$ cat src/hdl/rvcg_pkg.sv
`default_nettype none

package rvcg_pkg;

    // Raster geometry.
    localparam logic [8:0] LINE_COLUMNS    = 9'd448;
    localparam logic [8:0] FRAME_LINES_PAL = 9'd312;
    localparam logic [8:0] FRAME_LINES_NTSC = 9'd264;
    localparam logic [8:0] DISPLAY_LINES   = 9'd192;
    localparam logic [8:0] DISPLAY_COLUMNS = 9'd256;
    localparam logic [8:0] FETCH_FIRST_COL = 9'd8;
    localparam logic [8:0] FETCH_END_COL   = 9'd264;
    localparam logic [8:0] HBLANK_FIRST    = 9'd320;
    localparam logic [8:0] HBLANK_LAST     = 9'd415;
    localparam logic [8:0] BURST_FIRST     = 9'd384;
    localparam logic [8:0] BURST_LAST      = 9'd399;
    localparam logic [8:0] HSYNC_FIRST_EARLY = 9'd336;
    localparam logic [8:0] HSYNC_LAST_EARLY  = 9'd367;
    localparam logic [8:0] HSYNC_FIRST_LATE  = 9'd344;
    localparam logic [8:0] HSYNC_LAST_LATE   = 9'd375;
    localparam logic [8:0] VSYNC_FIRST_PAL   = 9'd248;
    localparam logic [8:0] VSYNC_LAST_PAL    = 9'd251;
    localparam logic [8:0] VSYNC_FIRST_NTSC  = 9'd216;
    localparam logic [8:0] VSYNC_LAST_NTSC   = 9'd219;
    localparam logic [8:0] INTERRUPT_LINE    = 9'd248;

    // Chip type codes.
    localparam logic [2:0] CHIP_5C102E  = 3'd0;
    localparam logic [2:0] CHIP_5C112E  = 3'd1;
    localparam logic [2:0] CHIP_6C001E6 = 3'd2;
    localparam logic [2:0] CHIP_6C001E7 = 3'd3;
    localparam logic [2:0] CHIP_6C011E  = 3'd4;

    // Operation codes.
    localparam logic OP_TICK         = 1'b0;
    localparam logic OP_BORDER_WRITE = 1'b1;

    // Fetch slot codes, taken from (column + 1) masked with 4'hb.
    localparam logic [3:0] SLOT_BITMAP_COL = 4'h8;
    localparam logic [3:0] SLOT_ROW        = 4'h9;
    localparam logic [3:0] SLOT_ATTR_COL   = 4'hb;
    localparam logic [6:0] ATTR_ROW_BASE   = 7'h30;

    typedef struct packed {
        logic       operation;
        logic [7:0] data_byte;
        logic       addr_bit14;
        logic       addr_bit15;
        logic       mem_request_n;
        logic       io_request_n;
    } t_in_item;

    typedef struct packed {
        logic [4:0] pixel_code;
        logic       hsync;
        logic       vsync;
        logic       hblank;
        logic       colour_burst;
        logic       odd_line;
        logic [6:0] video_address;
        logic       address_valid;
        logic       video_ras;
        logic       video_cas;
        logic       frame_interrupt;
        logic       cpu_clock;
    } t_out_item;

endpackage

`default_nettype wire

$ cat src/hdl/raster_video_and_cpu_clock_gen_unit.sv
// Raster video generator and CPU clock gate, one pixel-clock tick per item.
// Throughput: one item per cycle while the skid stage is empty; the whole tick
// is one pass of logic from the raster state and the accepted item into the
// output register. Reset (synchronous, active low) clears all counters and
// latches, selects chip type 6C001E7 and empties the output register and its
// skid stage.
`default_nettype none

module raster_video_and_cpu_clock_gen_unit (
    input  wire                      i_clk,
    input  wire                      i_rst_n,
    // Input item channel.
    input  wire                      i_in_valid,
    output logic                     o_in_stall,
    input  wire rvcg_pkg::t_in_item  i_in_item,
    // Result item channel.
    output logic                     o_out_valid,
    input  wire                      i_out_stall,
    output rvcg_pkg::t_out_item      o_out_item,
    // Chip type register write port.
    input  wire                      i_cfg_valid,
    output logic                     o_cfg_ready,
    input  wire  [2:0]               i_cfg_data
);

    // Configuration and raster state.
    logic [2:0] r_chip_type;
    logic [8:0] r_column,  n_column;
    logic [8:0] r_line,    n_line;
    logic [4:0] r_flash,   n_flash;
    logic [7:0] r_bitmap,  n_bitmap;
    logic [7:0] r_attr,    n_attr;
    logic [2:0] r_ink,     n_ink;
    logic [2:0] r_paper,   n_paper;
    logic [1:0] r_fb,      n_fb;
    logic [7:0] r_shifter, n_shifter;
    logic [2:0] r_border;
    logic       r_parity,  n_parity;
    logic       r_ras,     n_ras;
    logic       r_cas,     n_cas;
    logic       r_cpu_clk, n_cpu_clk;
    logic       r_mem_seen, n_mem_seen;
    logic       r_io_seen,  n_io_seen;

    // Output register and skid stage.
    logic                 r_out_valid;
    logic                 r_skid_valid;
    rvcg_pkg::t_out_item  r_out;
    rvcg_pkg::t_out_item  r_skid;
    rvcg_pkg::t_out_item  n_result;

    logic accept;
    logic tick;
    logic pop;

    // The upstream side only stalls while the skid stage holds an item, so
    // the downstream stall never reaches it combinationally.
    assign o_in_stall  = r_skid_valid;
    assign accept      = i_in_valid && !r_skid_valid;
    assign tick        = accept && (i_in_item.operation == rvcg_pkg::OP_TICK);
    assign pop         = r_out_valid && !i_out_stall;
    assign o_out_valid = r_out_valid;
    assign o_out_item  = r_out;
    assign o_cfg_ready = 1'b1;

    // Per-tick combinational work.
    logic [8:0] col_inc, line_inc, frame_lines, hs_first, hs_last, vs_first, vs_last;
    logic [8:0] c, v;
    logic       in_border, hblank, hsync, vsync, burst, intr;
    logic       ae, valid_addr, cas_out, gate_zone, page_c, memc, ioc;
    logic [3:0] col_lo_inc, slot;
    logic [6:0] vaddr;
    logic [7:0] shift_loaded;
    logic [2:0] colour;
    logic       late_sync, ntsc;

    always_comb begin
        ntsc        = (r_chip_type == rvcg_pkg::CHIP_6C011E);
        late_sync   = !((r_chip_type == rvcg_pkg::CHIP_5C102E) ||
                        (r_chip_type == rvcg_pkg::CHIP_5C112E));
        frame_lines = ntsc ? rvcg_pkg::FRAME_LINES_NTSC : rvcg_pkg::FRAME_LINES_PAL;
        hs_first    = late_sync ? rvcg_pkg::HSYNC_FIRST_LATE : rvcg_pkg::HSYNC_FIRST_EARLY;
        hs_last     = late_sync ? rvcg_pkg::HSYNC_LAST_LATE  : rvcg_pkg::HSYNC_LAST_EARLY;
        vs_first    = ntsc ? rvcg_pkg::VSYNC_FIRST_NTSC : rvcg_pkg::VSYNC_FIRST_PAL;
        vs_last     = ntsc ? rvcg_pkg::VSYNC_LAST_NTSC  : rvcg_pkg::VSYNC_LAST_PAL;

        // Column, line and flash counters. A line count past the frame end
        // (after a chip type change) wraps on the next increment.
        col_inc  = r_column + 9'd1;
        line_inc = r_line + 9'd1;
        n_column = col_inc;
        n_line   = r_line;
        n_flash  = r_flash;
        if (col_inc >= rvcg_pkg::LINE_COLUMNS) begin
            n_column = '0;
            n_line   = line_inc;
            if (line_inc >= frame_lines) begin
                n_line  = '0;
                n_flash = r_flash + 5'd1;
            end
        end
        c = n_column;
        v = n_line;

        // Attribute output latch and shifter load, or border paper, every eight columns.
        n_ink     = r_ink;
        n_paper   = r_paper;
        n_fb      = r_fb;
        n_shifter = r_shifter;
        if (c[2:0] == 3'd5) begin
            if (c >= rvcg_pkg::FETCH_FIRST_COL && c < rvcg_pkg::FETCH_END_COL &&
                v < rvcg_pkg::DISPLAY_LINES) begin
                n_ink     = r_attr[2:0];
                n_paper   = r_attr[5:3];
                n_fb      = r_attr[7:6];
                n_shifter = (r_attr[7] && r_flash[4]) ? ~r_bitmap : r_bitmap;
            end else begin
                n_paper = r_border;
                n_fb    = 2'b00;
            end
        end
        shift_loaded = n_shifter;

        hblank    = (c >= rvcg_pkg::HBLANK_FIRST) && (c <= rvcg_pkg::HBLANK_LAST);
        hsync     = (c >= hs_first) && (c <= hs_last);
        burst     = (c >= rvcg_pkg::BURST_FIRST) && (c <= rvcg_pkg::BURST_LAST);
        vsync     = (v >= vs_first) && (v <= vs_last);
        in_border = (c >= rvcg_pkg::DISPLAY_COLUMNS) || (v >= rvcg_pkg::DISPLAY_LINES);
        n_parity  = (c == hs_first) ? v[0] : r_parity;

        if (hblank || vsync) begin
            colour = 3'd0;
        end else begin
            colour = shift_loaded[7] ? n_ink : n_paper;
        end
        n_shifter = {shift_loaded[6:0], 1'b0};

        // Video memory fetch: row and column addresses and data latches.
        ae         = !in_border && (c[3:0] >= 4'd7);
        col_lo_inc = c[3:0] + 4'd1;
        slot       = col_lo_inc & 4'hb;
        vaddr      = '0;
        valid_addr = 1'b0;
        n_ras      = r_ras;
        n_bitmap   = r_bitmap;
        n_attr     = r_attr;
        cas_out    = r_cas;
        if (ae) begin
            case (slot)
                rvcg_pkg::SLOT_BITMAP_COL: begin
                    vaddr      = {v[4:3], c[7:3]};
                    valid_addr = 1'b1;
                end
                rvcg_pkg::SLOT_ROW: begin
                    vaddr      = {1'b0, v[7:6], v[2:0], v[5]};
                    valid_addr = 1'b1;
                end
                rvcg_pkg::SLOT_ATTR_COL: begin
                    vaddr      = rvcg_pkg::ATTR_ROW_BASE | {4'd0, v[7:5]};
                    valid_addr = 1'b1;
                end
                default: begin
                    vaddr      = '0;
                    valid_addr = 1'b0;
                end
            endcase
            cas_out = c[3];
            if (c[3]) begin
                n_ras = (c[1:0] != 2'b11);
                if (c[0]) begin
                    if (c[1]) begin
                        n_attr = i_in_item.data_byte;
                    end else begin
                        n_bitmap = i_in_item.data_byte;
                    end
                end
            end
        end

        // CPU clock gating under memory and I/O contention.
        gate_zone = !in_border && (c[3:2] != 2'b00);
        page_c    = i_in_item.addr_bit14 && !i_in_item.addr_bit15;
        memc      = 1'b0;
        ioc       = 1'b0;
        if (gate_zone) begin
            case (r_chip_type)
                rvcg_pkg::CHIP_5C102E: begin
                    memc = page_c && !r_mem_seen && !r_io_seen && r_cpu_clk;
                    ioc  = !r_cpu_clk && !r_io_seen && (c[3:1] != 3'b100) &&
                           !i_in_item.io_request_n;
                end
                rvcg_pkg::CHIP_5C112E: begin
                    memc = (!i_in_item.io_request_n || page_c) && !r_mem_seen &&
                           !r_io_seen && r_cpu_clk;
                    ioc  = !r_cpu_clk && !r_io_seen && (c[3:1] != 3'b100) &&
                           !i_in_item.io_request_n;
                end
                default: begin
                    memc = (!i_in_item.io_request_n || page_c) && !r_mem_seen &&
                           !r_io_seen && r_cpu_clk;
                    ioc  = !r_cpu_clk && !r_io_seen && !i_in_item.io_request_n;
                end
            endcase
        end
        n_cpu_clk  = r_cpu_clk;
        n_mem_seen = r_mem_seen;
        n_io_seen  = r_io_seen;
        if (!memc && !ioc) begin
            n_cpu_clk = c[0];
            if (c[0]) begin
                n_mem_seen = !i_in_item.mem_request_n;
                n_io_seen  = !i_in_item.io_request_n;
            end
        end

        intr = (v == rvcg_pkg::INTERRUPT_LINE) && (c[8:6] == 3'b000);

        // Column strobe as seen on the rising half of the pixel clock.
        n_cas = !in_border && c[3] && !c[0];

        n_result.pixel_code      = {n_fb, colour};
        n_result.hsync           = hsync;
        n_result.vsync           = vsync;
        n_result.hblank          = hblank;
        n_result.colour_burst    = burst;
        n_result.odd_line        = n_parity;
        n_result.video_address   = vaddr;
        n_result.address_valid   = valid_addr;
        n_result.video_ras       = n_ras;
        n_result.video_cas       = cas_out;
        n_result.frame_interrupt = intr;
        n_result.cpu_clock       = n_cpu_clk;
    end

    // Raster state and configuration.
    always_ff @(posedge i_clk) begin
        if (!i_rst_n) begin
            r_chip_type <= rvcg_pkg::CHIP_6C001E7;
            r_column    <= '0;
            r_line      <= '0;
            r_flash     <= '0;
            r_bitmap    <= '0;
            r_attr      <= '0;
            r_ink       <= '0;
            r_paper     <= '0;
            r_fb        <= '0;
            r_shifter   <= '0;
            r_border    <= '0;
            r_parity    <= 1'b0;
            r_ras       <= 1'b0;
            r_cas       <= 1'b0;
            r_cpu_clk   <= 1'b0;
            r_mem_seen  <= 1'b0;
            r_io_seen   <= 1'b0;
        end else begin
            if (i_cfg_valid && o_cfg_ready) begin
                r_chip_type <= i_cfg_data;
            end
            if (accept && (i_in_item.operation == rvcg_pkg::OP_BORDER_WRITE)) begin
                r_border <= i_in_item.data_byte[2:0];
            end
            if (tick) begin
                r_column   <= n_column;
                r_line     <= n_line;
                r_flash    <= n_flash;
                r_bitmap   <= n_bitmap;
                r_attr     <= n_attr;
                r_ink      <= n_ink;
                r_paper    <= n_paper;
                r_fb       <= n_fb;
                r_shifter  <= n_shifter;
                r_parity   <= n_parity;
                r_ras      <= n_ras;
                r_cas      <= n_cas;
                r_cpu_clk  <= n_cpu_clk;
                r_mem_seen <= n_mem_seen;
                r_io_seen  <= n_io_seen;
            end
        end
    end

    // Output register with a skid stage behind it. A new result goes to the
    // skid stage only when the output register is full and stalled.
    always_ff @(posedge i_clk) begin
        if (!i_rst_n) begin
            r_out_valid  <= 1'b0;
            r_skid_valid <= 1'b0;
        end else if (r_skid_valid) begin
            if (pop) begin
                r_out        <= r_skid;
                r_skid_valid <= 1'b0;
            end
        end else if (tick) begin
            if (r_out_valid && !pop) begin
                r_skid       <= n_result;
                r_skid_valid <= 1'b1;
            end else begin
                r_out       <= n_result;
                r_out_valid <= 1'b1;
            end
        end else if (pop) begin
            r_out_valid <= 1'b0;
        end
    end

endmodule

`default_nettype wire

$ cat config.mk
export PLATFORM = sky130hd
export DESIGN_NAME = raster_video_and_cpu_clock_gen_unit
export DESIGN_NICKNAME = d
export VERILOG_FILES = /design/src/hdl/rvcg_pkg.sv /design/src/hdl/raster_video_and_cpu_clock_gen_unit.sv
export SDC_FILE = /design/constraint.sdc
export NUM_CORES = 1
export LEC_CHECK = 0
export BUFFER_PORTS_ARGS = -buffer_cell sky130_fd_sc_hd__buf_2
export CAP_MARGIN = 40
export CORE_ASPECT_RATIO = 1.1
export CORE_MARGIN = 2
export CORE_UTILIZATION = 57
export CTS_BUF_LIST = sky130_fd_sc_hd__clkbuf_2
export DETAILED_ROUTE_END_ITERATION = 16
export GPL_TIMING_DRIVEN = 0
export PLACE_DENSITY = 0.89
export RECOVER_POWER = 50
export SYNTH_ARGS = -nofsm -noshare
export SYNTH_HDL_FRONTEND = slang
export SYNTH_SLANG_ARGS = --single-unit
$ cat constraint.sdc
create_clock -name i_clk -period 3.3 [get_ports i_clk]
set_input_delay 0.495 -clock i_clk [delete_from_list [all_inputs] [get_ports i_clk]]
set_output_delay 0.495 -clock i_clk [all_outputs]
set_load 0.02 [all_outputs]
==> results.yml, run 1 <==
status:
  status: "finished, violations left"
  violations: "negative setup slack"
placed_design:
  routabilityCongestion: 0.9505
  io_buffers: 43
  hpwl_um: 11440
  placed_cells: 849
floorplan:
  io_pins: 46
  die_y_um: 113.7
  num_rows: 40
  die_w_um: 103.7
  initial_core_util_pct: 57.69
  die_area_mm2: 0.01179
  coreArea_mm2: 0.01081
power_and_ir_drop:
  p_total_mw: 2.399
  total_leakage_power_nw: 2.775
  ir_worst_vdd_v: 0.0002111
  power.density_mw_per_mm2: 322.4
clock_tree:
  numCtsBuffers: 9
  htreeDepth: 3
  cts_max_path_buffers: 2
  clk_latency_ns: 0.64
  cts-root-buf: "clkbuf_2"
  clkTransAtPathRegs_ns: 0.32
  ctsHoldBuffers: 0
  cts_sinks: 112
  cts_tree: "yes"
synthesis:
  synth_edf_count: 44
  avgSynthCellArea_um2: 9.506
  yosysTopAreaCell: "dfxtp_1"
  synthSimpleGateAreaFrac_pct: 20.49
  syn_area_mm2: 0.006236
  ys.flop_type: "dfxtp_1"
  ys_ff_latch: 112
  mappedNetlistNets: 688
  synthAdderAreaFrac_pct: 2.207
  netlist.area_leader.share_pct: 21.83
  seq_area_frac_synth_pct: 43.02
  ys_top_cells_by_area: "dfxtp_1 (22%), edfxtp_1 (21%), mux2i_1 (4.8%)"
  synth_top_family_by_area: "simple AND/OR/NAND/NOR gates"
  yosysWarningCount: 0
  yosys-mux-area-fraction_pct: 8.246
  synth_cells: 656
  async_flop_share_pct: 0
  synthXorXnorAreaFrac_pct: 3.913
  synth_compound_area_share_pct: 17.24
  synth_cell_types: 73
sta:
  fin_crit_sh_pct: 102.2
  fmax_mhz: 296.4
  fin_skew_ns: 0.04490
  period_needed_ns: 3.374
  hold_slack_ns: 0.05223
  slew_headroom_pct: 41.44
  finalSetupViolCount: 4
  setup_tns_ns: -0.1536
  rsz0062_at_grt: "true"
  final-max-slew-violation-count: 0
  tightestPinTransition_ns: 0.8721
  hold_viol_final: 0
  fin_ws_ns: -0.07392
setup_path:
  startpoint_type: "register"
  r2r_start: "r_line[2]"
  cp.arrival_ns: 3.82
  end_kind: "register"
  crit_path_max_fanout: 9
  critPathKind: "register to register"
  cp-startpoint: "r_line[2]"
  cp_data_required_time_ns: 3.74
global_routing:
  track_usage_pct: 27.36
  grt_pass1_vias: 5129
  grt_pass1_wl_um: 25550
  grt_overflow: 0
  antenna_found_initial: 0
  grt_max_degree: 21
cells_and_area:
  final_cell_count_no_fill: 880
  final_nets: 760
  antenna_cells: 0
  area_growth_pct: 19.32
  utilization_pct: 68.83
  drive_above_1_share_pct: 23.33
detailed_routing:
  drc: 0
  routed_wl_um: 16930
  antenna_left: 0
  num_vias: 5460
  wl_per_cell_um: 19.23
  vias_per_cell: 6.205
  dr.first_iter.drc_count: 518
  first_pass_iters: 8
hold_path:
  hp-class: "input pin to register"
  hp-start: "i_cfg_data[0]"
run:
  maxCapViolCount: 0
## Yosys cell counts (7+ instances only)
cell	n
o31ai_1	10
mux2_2	19
buf_2	10
and2_1	13
xor2_1	12
nor2_1	37
clkbuf_1	31
a31oi_1	11
nor3_1	7
o211ai_1	8
inv_1	21
ha_1	11
a21oi_1	18
nand4_1	9
nor3b_1	7
nand2_1	80
xnor2_1	14
nand3_1	22
dfxtp_1	68
o21ai_0	27
edfxtp_1	44
mux2i_1	30
a21boi_0	17
nor2b_1	30
## final cells by class
| cell class | instances | area [µm²] |
|---|---|---|
| Sequential cell | 112 | 2704 |
| Buffer | 44 | 295.3 |
| Fill cell | 813 | 3369 |
| Timing Repair Buffer | 65 | 384.1 |
| Multi-Input combinational cell | 475 | 3664 |
| Inverter | 21 | 78.83 |
| Clock inverter | 7 | 86.33 |
| Clock buffer | 9 | 45.04 |
| Tap cell | 147 | 183.9 |
## metal layers
| metal | GRT usage, % | part of all wire [%] | vias up |
|---|---|---|---|
| li1 | - | - | 2503 |
| met2 | 46.05 | 48 | 294 |
| met4 | 13.06 | 3.6 | 0 |
| met5 | 0 | 0 | - |
| met3 | 4.857 | 8.0 | 61 |
| met1 | 34.51 | 41 | 2602 |
## metrics by stage
stage	cell area (µm²)	setup WS [ns]
4_1_cts	7128	0.0003313
3_5_place_dp	6701	-0.6039
2_1_floorplan	6262	0.001405
5_1_grt	7441	-0.1229
6_report	7441	-0.07392
3_3_place_gp	6661	-0.9387
## power by group
group	internal, mW	leakage [nW]	total, mW	switching (mW)
sequential	1.46	0.948	1.47	0.0179
clock	0.194	0.0819	0.693	0.499
combinational	0.0875	1.75	0.232	0.144
total	1.74	2.78	2.40	0.661
## state kept, by name, indices dropped and copies added, names as in the netlist, 5 cells and up
name and flops:
o_out_item 22, r_skid 22, r_column 9, r_line 9, r_attr 8, r_bitmap 8, r_shifter 7, r_flash 5
## timing repair
action / CTS / global route
endpoints found under the hold margin: 0 / 0
resized for setup: 55 / 62
setup endpoints to repair: 68 / 34
setup buffers: 11 / 7
pin swaps: 15 / 22
gates cloned: 0 / 1
## path summary, 6_finish.rpt
path	slack [ns]	cells after the start	to
worst max-delay path	-0.07	16	o_out_item[17]
worst min-delay path	0.05	3	r_chip_type[0]
worst max register to register	-0.07	16	o_out_item[17]
worst min register to register	0.49	2	r_shifter[5]
## placed cells by master, fill, tap and decap left out, types with 6 or more instances in the layout
cell type / n
nor2_1: 32
o21ai_0: 25
mux2i_1: 26
o31ai_1: 7
nand4_1: 9
a21oi_1: 15
nor2b_1: 30
o211ai_1: 8
mux2_2: 18
edfxtp_1: 44
a21o_1: 6
buf_2: 25
ha_1: 6
clkbuf_1: 45
clkbuf_2: 12
buf_6: 7
inv_1: 19
a21boi_0: 15
xor2_1: 10
dfxtp_1: 59
nand3_1: 20
nand2_1: 79
a31oi_1: 10
xnor2_1: 12
buf_4: 20
and2_1: 13
## logic make-up (layout without fill, tap and decap cells)
logic type	Yosys count	count (layout)
xor gates and xnor gates	27	27
adders and majority gates	11	11
DFF	112	112
AOI/OAI and AO/OA	144	144
muxes	49	49
and+or+nand+nor	243	243
other	1	1
buffers and inverters	69	146
## critical path, stage by stage (launching register included)
cell,delay (ns)
dfxtp_2,0.41
buf_6,0.14
nand3_4,0.10
nor2_4,0.16
xnor2_4,0.14
inv_2,0.07
ha_4,0.30
nand2_4,0.05
o2111ai_4,0.25
o21a_1,0.25
clkbuf_8,0.18
o31ai_4,0.06
ha_4,0.28
inv_2,0.04
o31a_1,0.33
o221a_2,0.15
mux2_4,0.27
No activity file was read; power rests on OpenSTA's default activity.
==> run 2, diff against run 1 <==
--- a/config.mk
+++ b/config.mk
@@ -13,7 +13,7 @@
 export CTS_BUF_LIST = sky130_fd_sc_hd__clkbuf_2
 export DETAILED_ROUTE_END_ITERATION = 16
 export GPL_TIMING_DRIVEN = 0
-export PLACE_DENSITY = 0.89
+export PLACE_DENSITY = 0.85
 export RECOVER_POWER = 50
 export SYNTH_ARGS = -nofsm -noshare
 export SYNTH_HDL_FRONTEND = slang
==> constraint.sdc (replaced) <==
create_clock -name i_clk -period 3.3 [get_ports i_clk]
set_input_delay 0.66 -clock i_clk [delete_from_list [all_inputs] [get_ports i_clk]]
set_output_delay 0.66 -clock i_clk [all_outputs]
set_load 0.02 [all_outputs]
==> run 2 against run 1 <==
Compared with the run above:
- the run still ends with negative setup slack left
- clock power is 5.5% higher
- via count is 0.77% higher
- cell area is 0.40% higher
- routed wire length up 1.6%
- maximum frequency increased by 0.25%
- setup slack improved by 0.0083 ns
- clock skew rose by 0.0014 ns
- highest routed layer unchanged
==> results.yml, run 2 (synthesis gave the netlist of run 1 again) <==
placed_design:
  placed_cells: 849
  routabilityCongestion: 0.9476
  placed_area_mm2: 0.006700
  place_ws_ns: -0.5903
  hpwl_um: 11760
  io_buffers: 43
cells_and_area:
  final_nets: 774
  final_cell_mix: "nand2_1 (78), dfxtp_1 (58), clkbuf_1 (45)"
  drive_above_1_share_pct: 23.96
  final_cell_count_no_fill: 895
  final-seq-area_mm2: 0.002698
  n_fill_cell: 834
  area_growth_pct: 19.80
  multi_input_area_mm2: 0.003591
  final_common_cell: "nand2_1"
  stdcell_area_mm2: 0.007471
floorplan:
  die_area_mm2: 0.01179
  io_pins: 46
  initial_core_util_pct: 57.69
  die_w_um: 103.7
  num_rows: 40
  die_y_um: 113.7
  coreArea_mm2: 0.01081
detailed_routing:
  routed_wl_um: 17190
  first_pass_iters: 7
  antenna_left: 0
  num_vias: 5502
  vias_per_cell: 6.147
  wl_per_cell_um: 19.21
  drc: 0
  dr.first_iter.drc_count: 544
sta:
  slew_headroom_pct: 31.65
  finalSetupViolCount: 4
  hold_slack_ns: 0.2451
  final-max-slew-violation-count: 0
  fin_ws_ns: -0.06559
  hold_viol_final: 0
  tightestPinTransition_ns: 1.021
  rsz0062_at_grt: "true"
  period_needed_ns: 3.366
  fmax_mhz: 297.1
  fin_skew_ns: 0.04626
  fin_crit_sh_pct: 102.0
power_and_ir_drop:
  ir_worst_vdd_v: 0.0002903
  total_leakage_power_nw: 2.781
  power.density_mw_per_mm2: 325.6
  p_total_mw: 2.432
status:
  violations: "negative setup slack"
  status: "finished, violations left"
setup_path:
  startpoint_type: "register"
  cp_cell_sequence: "buf_8 > nand3_4 > nor2_4 > xnor2_4 > inv_2 > ha_4 > a21oi_4 > o2111ai_4 > o21a_1 > o41ai_2 > nand4bb_1 > o31a_1 > o221a_2 > mux2_2"
  worst_path_largest_cell_delay_ns: 0.44
  cp.arrival_ns: 3.78
  cp_data_required_time_ns: 3.72
  critPathKind: "register to register"
  end_kind: "register"
  cp_slowest_cell: "dfxtp_2"
  crit_path_max_fanout: 3
global_routing:
  antenna_found_initial: 0
  grt_pass1_wl_um: 26220
  grt_overflow: 0
  grt_pass1_vias: 5039
  track_usage_pct: 28.23
  grt_max_degree: 22
hold_path:
  hp-class: "input pin to register"
clock_tree:
  cts-root-buf: "clkbuf_2"
  numCtsBuffers: 9
  cts_max_path_buffers: 2
  htreeDepth: 3
  clk_latency_ns: 0.62
  cts_tree: "yes"
  cts_sinks: 112
  clkTransAtPathRegs_ns: 0.36
run:
  maxCapViolCount: 0
run 2: final timing paths:
check	slack (ns)	end	startpoint	depth (start not counted)
worst max register to register	-0.07	o_out_item[17]	r_line[1]	14
worst min register to register	0.50	r_parity	r_parity	2
worst min-delay path	0.25	r_mem_seen	i_in_item[1]	3
worst max-delay path	-0.07	o_out_item[17]	r_line[1]	14
run 2: report_power, final:
group          internal [mW]  switching, mW  leakage [nW]  total [mW]
Combinational         0.0855          0.141          1.75       0.226
Clock                  0.206          0.525        0.0859       0.731
Sequential              1.46         0.0170         0.948        1.48
Total                   1.75          0.683          2.78        2.43
run 2: critical path, delay by kind of cell (launching register included):
family | cells | cell delay (ns)
compound gates | 6 | 1.40
xor+xnor | 1 | 0.14
fa+ha+maj | 1 | 0.23
buf+inv | 2 | 0.17
flops | 1 | 0.44
mux | 1 | 0.26
simple gates | 3 | 0.52
run 2: cell type report:
type	instances	area share, %
Buffer	45	3.969
Sequential cell	112	36.11
Timing Repair Buffer	78	6.364
Inverter	21	1.055
Clock inverter	7	1.340
Clock buffer	9	0.6029
Tap cell	147	2.462
Multi-Input combinational cell	475	48.07
Antenna cell	1	0.03350
run 2: stage by stage:
stage / utilization [%] / setup TNS [ns]
floorplan: - / 0
global placement: 61.62 / -43.51
detailed placement: 61.98 / -15.36
CTS: 66.91 / 0
global route: 69.09 / -1.096
finish: 69.11 / -0.1782
run 2: repair_timing:
action,CTS,global route
pin swaps,16,23
buffers inserted,22,10
hold buffers,0,0
setup endpoints to repair,62,51
gates resized for setup,60,44
run 2: per-layer routing:
layer	track usage [%]	share of wire, %
met5	0	0
met4	11.98	3.1
met3	3.143	7.2
met2	47.55	48
met1	37.39	42
